File: src/rtl/dq_pkg.sv
`default_nettype none

package dq_pkg;

    // Default number of words the queue can hold.
    localparam int DEPTH_DEFAULT = 1024;

    // Widths of the beat fields.
    localparam int MODE_W   = 2;
    localparam int WORD_W   = 32;
    localparam int STATUS_W = 2;
    localparam int COUNT_W  = 11;

    typedef enum logic [MODE_W-1:0] {
        MODE_PUSH_FRONT = 2'd0,
        MODE_PUSH_BACK  = 2'd1,
        MODE_POP_FRONT  = 2'd2,
        MODE_POP_BACK   = 2'd3
    } dq_mode_t;

    typedef enum logic [STATUS_W-1:0] {
        STATUS_DONE  = 2'd0,
        STATUS_EMPTY = 2'd1,
        STATUS_FULL  = 2'd2
    } dq_status_t;

    typedef enum logic {
        ST_IDLE  = 1'b0,
        ST_FETCH = 1'b1
    } dq_state_t;

    // Commands from the controller to the datapath.
    typedef struct packed {
        logic step;      // an input beat is accepted this cycle
        logic fill;      // refill the front or back word from the store read
        logic load_out;  // capture the result registers
    } dq_cmd_t;

    // Status from the datapath to the controller.
    typedef struct packed {
        logic fetch_needed;  // the pending beat is a pop that leaves words behind
    } dq_stat_t;

endpackage

`default_nettype wire

File: src/rtl/dq_ctrl.sv
`default_nettype none

module dq_ctrl (
    input  wire logic              clk,
    input  wire logic              rst_n,
    input  wire logic              req_valid,
    output logic                   req_ready,
    output logic                   rsp_valid,
    input  wire logic              rsp_ready,
    input  wire dq_pkg::dq_stat_t  stat,
    output dq_pkg::dq_cmd_t        cmd
);

    dq_pkg::dq_state_t state_reg, state_next;
    logic              out_valid_reg, out_valid_next;

    always_comb
    begin
        state_next = state_reg;
        unique case (state_reg)
            dq_pkg::ST_IDLE:
            begin
                if (cmd.step && stat.fetch_needed)
                begin
                    state_next = dq_pkg::ST_FETCH;
                end
            end
            dq_pkg::ST_FETCH:
            begin
                state_next = dq_pkg::ST_IDLE;
            end
            default:
            begin
                state_next = dq_pkg::ST_IDLE;
            end
        endcase
    end

    always_comb
    begin
        req_ready    = 1'b0;
        cmd.step     = 1'b0;
        cmd.fill     = 1'b0;
        cmd.load_out = 1'b0;
        unique case (state_reg)
            dq_pkg::ST_IDLE:
            begin
                req_ready    = !out_valid_reg || rsp_ready;
                cmd.step     = req_valid && req_ready;
                cmd.load_out = cmd.step && !stat.fetch_needed;
            end
            dq_pkg::ST_FETCH:
            begin
                cmd.fill     = 1'b1;
                cmd.load_out = 1'b1;
            end
            default:
            begin
                req_ready = 1'b0;
            end
        endcase
    end

    always_comb
    begin
        if (cmd.load_out)
        begin
            out_valid_next = 1'b1;
        end
        else if (rsp_ready)
        begin
            out_valid_next = 1'b0;
        end
        else
        begin
            out_valid_next = out_valid_reg;
        end
    end

    assign rsp_valid = out_valid_reg;

    always_ff @(posedge clk or negedge rst_n)
    begin
        if (!rst_n)
        begin
            state_reg     <= dq_pkg::ST_IDLE;
            out_valid_reg <= 1'b0;
        end
        else
        begin
            state_reg     <= state_next;
            out_valid_reg <= out_valid_next;
        end
    end

    a_fetch_entry: assert property (@(posedge clk) disable iff (!rst_n)
        (cmd.step && stat.fetch_needed) |=> state_reg == dq_pkg::ST_FETCH)
        else $error("pop with refill did not enter the fetch state");

    a_fetch_done: assert property (@(posedge clk) disable iff (!rst_n)
        state_reg == dq_pkg::ST_FETCH |=> state_reg == dq_pkg::ST_IDLE && out_valid_reg)
        else $error("fetch state did not deliver a result");

    a_no_overrun: assert property (@(posedge clk) disable iff (!rst_n)
        cmd.load_out |-> !(out_valid_reg && !rsp_ready))
        else $error("result register loaded over an undelivered result");

endmodule

`default_nettype wire

File: config.mk
export PLATFORM = sky130hd
export DESIGN_NAME = dq_ctrl
export DESIGN_NICKNAME = d
export VERILOG_FILES = /design/src/rtl/dq_pkg.sv /design/src/rtl/dq_ctrl.sv
export SDC_FILE = /design/constraint.sdc
export NUM_CORES = 1
export LEC_CHECK = 0
export BUFFER_PORTS_ARGS = -buffer_cell sky130_fd_sc_hd__buf_2
export CAP_MARGIN = 20
export CORE_AREA = 3 3 40 42
export DETAILED_ROUTE_END_ITERATION = 6
export DIE_AREA = 0 0 43 45
export GPL_TIMING_DRIVEN = 0
export REMOVE_ABC_BUFFERS = 1
export SLEW_MARGIN = 20
export SYNTH_ARGS = -nofsm -noshare
export SYNTH_HDL_FRONTEND = slang
export SYNTH_SLANG_ARGS = --single-unit
export TNS_END_PERCENT = 50
File: constraint.sdc
create_clock -name clk -period 1.9 [get_ports clk]
set_input_delay 0.095 -clock clk [delete_from_list [all_inputs] [get_ports clk]]
set_output_delay 0.095 -clock clk [all_outputs]
set_load 0.01 [all_outputs]
==> results.py <==
metrics = {
    "floorplan": {
        "die-area_um2": 1940,
        "initial_utilization_pct": 9.15,
        "chipHeight_um": 45,
        "ios": 10,
        "coreArea_um2": 1280,
        "die_w_um": 43,
        "placementRows": 13,
    },
    "setup_path": {
        "worstReg2RegEnd": "state_reg$_DFF_PN0_",
        "required_ns": 1.80,
        "worstSetupPathType": "reg -> out",
        "crit_path_start_kind": "flop",
        "regToRegStartpoint": "rsp_valid$_DFFE_PN0P_",
        "cp_max_fo": 5,
        "worstSetupEndpointType": "output pin",
        "regToRegSetupSlack_ns": 0.88,
        "reg2reg_depth": 2,
        "arrival_ns": 1.11,
    },
    "sta": {
        "setup_viol": 0,
        "max_freq_ghz": 0.832,
        "clock_skew_ns": 0.000556,
        "fin_crit_ns": 1.20,
        "tightest_slew_ns": 0.320,
        "timing.final.crit_share_pct": 63.3,
        "rsz0062_at_grt": "false",
        "relSlewSlack_pct": 78.6,
        "hold_viol": 0,
        "drv_slew": 0,
        "fin_setup_tns_ns": 0,
    },
    "route": {
        "met1_length_um": 169,
        "wl_met2_um": 79,
        "via_count": 116,
        "drt.antenna.violating_nets": 0,
        "vias_per_cell": 3.14,
        "post_drt_wl_per_cell_um": 8.73,
        "dr_wl_met3_um": 57,
        "highest_layer": "met4",
        "drc": 0,
        "drt_iter0_drc": 2,
        "firstDrtPassIters": 3,
        "wl_um": 323,
    },
    "flow_run": {
        "cap_violations": 0,
    },
    "synth": {
        "synth_simple_gate_area_share_pct": 38.3,
        "yosys-top-cells-count": "2 x buf_4, 2 x dfrtp_1",
        "synth-adder-area-share_pct": 0,
        "ys_seq_area_share_pct": 42.6,
        "synth.area.top_cells": "dfrtp_1 43%, buf_4 13%, and4bb_2 11%, or3b_1 7.4%, nor3b_1 6.4%",
        "netlist_area_um2": 118,
        "synth_edf_count": 0,
        "synth_seq_cells": 2,
        "synth_compound_area_share_pct": 6.38,
        "synth_warnings": 0,
        "yosys.cell_types.count": 9,
        "async_reset_ff_share_pct": 100,
        "synth_top_family_by_area": "simple AND/OR/NAND/NOR gates",
        "yosysTopAreaCellShare_pct": 42.6,
        "syn_area_per_cell_um2": 10.7,
        "muxShareOfSynthArea_pct": 0,
        "ys.flop_type": "dfrtp_1",
        "yosysTopAreaCell": "dfrtp_1",
        "synth-xor-area-share_pct": 0,
        "syn_inst": 11,
    },
    "power": {
        "comb_power_share_pct": 19.2,
        "p_clk_share_pct": 53.3,
        "swShare_pct": 24.9,
        "switching_power_w": 0.0000447,
        "power_density_nw_per_um2": 901,
        "p_total_w": 0.000179,
        "seqPwrFrac_pct": 27.5,
        "leakagePower_nw": 0.0993,
        "ir_drop_v": 0.000157,
        "p_int_w": 0.000135,
    },
    "clock_tree": {
        "clk_latency_ns": 0.23,
        "h-tree-depth": 1,
        "numCtsBuffers": 3,
        "cts_tree": "built",
        "ctsHoldBuffers": 1,
        "postCtsSetupRepairBufs": 0,
        "clk_path_buf_depth": 2,
        "path_clk_slew_ns": 0.03,
        "clock_sinks": 2,
        "clockRootBuffer": "clkbuf_4",
        "cts_resized": 0,
    },
    "global_routing": {
        "grtUsageTotal_pct": 4.75,
        "grt_max_degree": 7,
        "antenna_found_initial": 0,
        "grt_first_pass_wirelength_um": 531,
        "grt_pass1_vias": 134,
        "overflow": 0,
    },
    "run_status": {
        "status": "completed",
    },
    "hold_path": {
        "min_path_type": "in -> async",
    },
    "cells_and_area": {
        "multi_input_area_um2": 52.6,
        "area_growth_pct": 69.1,
        "seq_area_um2": 50.0,
        "drive_above_1_share_pct": 59.1,
        "antenna-diode-count": 0,
        "layout.nets": 29,
        "final.fill_count": 145,
    },
    "place": {
        "port-buffer-count": 9,
        "gp_congestion": 0.664,
    },
}
-- cell families after synthesis --
logic type	Yosys count
AOI/OAI and AO/OA	1
DFF	2
buffers and inverters	2
and+or+nand+nor	6
-- how the worst max path moves through the flow --
| stage | startpoint | end | slack, ns |
|---|---|---|---|
| 6_report | rsp_valid$_DFFE_PN0P_ | cmd[0] | 0.70 |
| 5_1_grt | rsp_valid$_DFFE_PN0P_ | cmd[0] | 0.59 |
| 4_1_cts | rsp_valid$_DFFE_PN0P_ | cmd[0] | 0.68 |
| 3_5_place_dp | rsp_valid$_DFFE_PN0P_ | state_reg$_DFF_PN0_ | 0.89 |
| 3_3_place_gp | rsp_valid$_DFFE_PN0P_ | state_reg$_DFF_PN0_ | 0.90 |
| 2_1_floorplan | rsp_valid$_DFFE_PN0P_ | rsp_valid$_DFFE_PN0P_ | 0.88 |
-- cells in the final DEF (no fill, tap or decap) --
cell	n
nor2_1	1
nor2b_1	1
nor3b_1	1
buf_2	9
or3b_1	1
dfrtp_1	2
dlygate4sd3_1	1
and4bb_2	1
clkbuf_4	3
o21bai_1	1
nand2b_1	1
-- metrics by stage --
| stage | hold slack [ns] | setup WS, ns | cells | cell area [um^2] | utilization [%] |
|---|---|---|---|---|---|
| floorplan | -0.201 | 0.880 | 9 | 103 | - |
| global placement | -0.121 | 0.895 | 33 | 166 | 13.0 |
| detailed placement | -0.117 | 0.888 | 33 | 166 | 13.0 |
| CTS | 0.177 | 0.683 | 37 | 199 | 15.5 |
| global route | 0.195 | 0.592 | 37 | 199 | 15.5 |
| finish | 0.182 | 0.698 | 37 | 199 | 15.5 |
-- power by group through the flow --
stage | logic (W) | registers [W] | clock network (W)
finish | 0.0000343 | 0.0000493 | 0.0000955
global route | 0.0000384 | 0.0000500 | 0.000107
CTS | 0.0000348 | 0.0000494 | 0.000103
detailed placement | 0.0000329 | 0.0000499 | 0
global placement | 0.0000327 | 0.0000497 | 0
floorplan | 0.0000147 | 0.0000516 | 0
-- routing by layer --
layer | track usage [%] | vias to the layer above
met3 | 2.79 | 2
met1 | 5.31 | 41
met2 | 3.89 | 12
li1 | - | 61
met4 | 9.04 | 0
met5 | 0 | -
-- worst max-delay path: stages, from the launching register on --
cell and delay [ns]:
dfrtp_1 0.32, nor2b_1 0.30, o21bai_1 0.11, buf_2 0.15
-- cell type report --
type | count | area share, %
timing repair buffer | 10 | 27.7
clock buffer | 3 | 11.3
multi-input combinational | 7 | 26.4
tap | 15 | 9.43
sequential | 2 | 25.2
No activity file was read; power rests on OpenSTA's default activity.
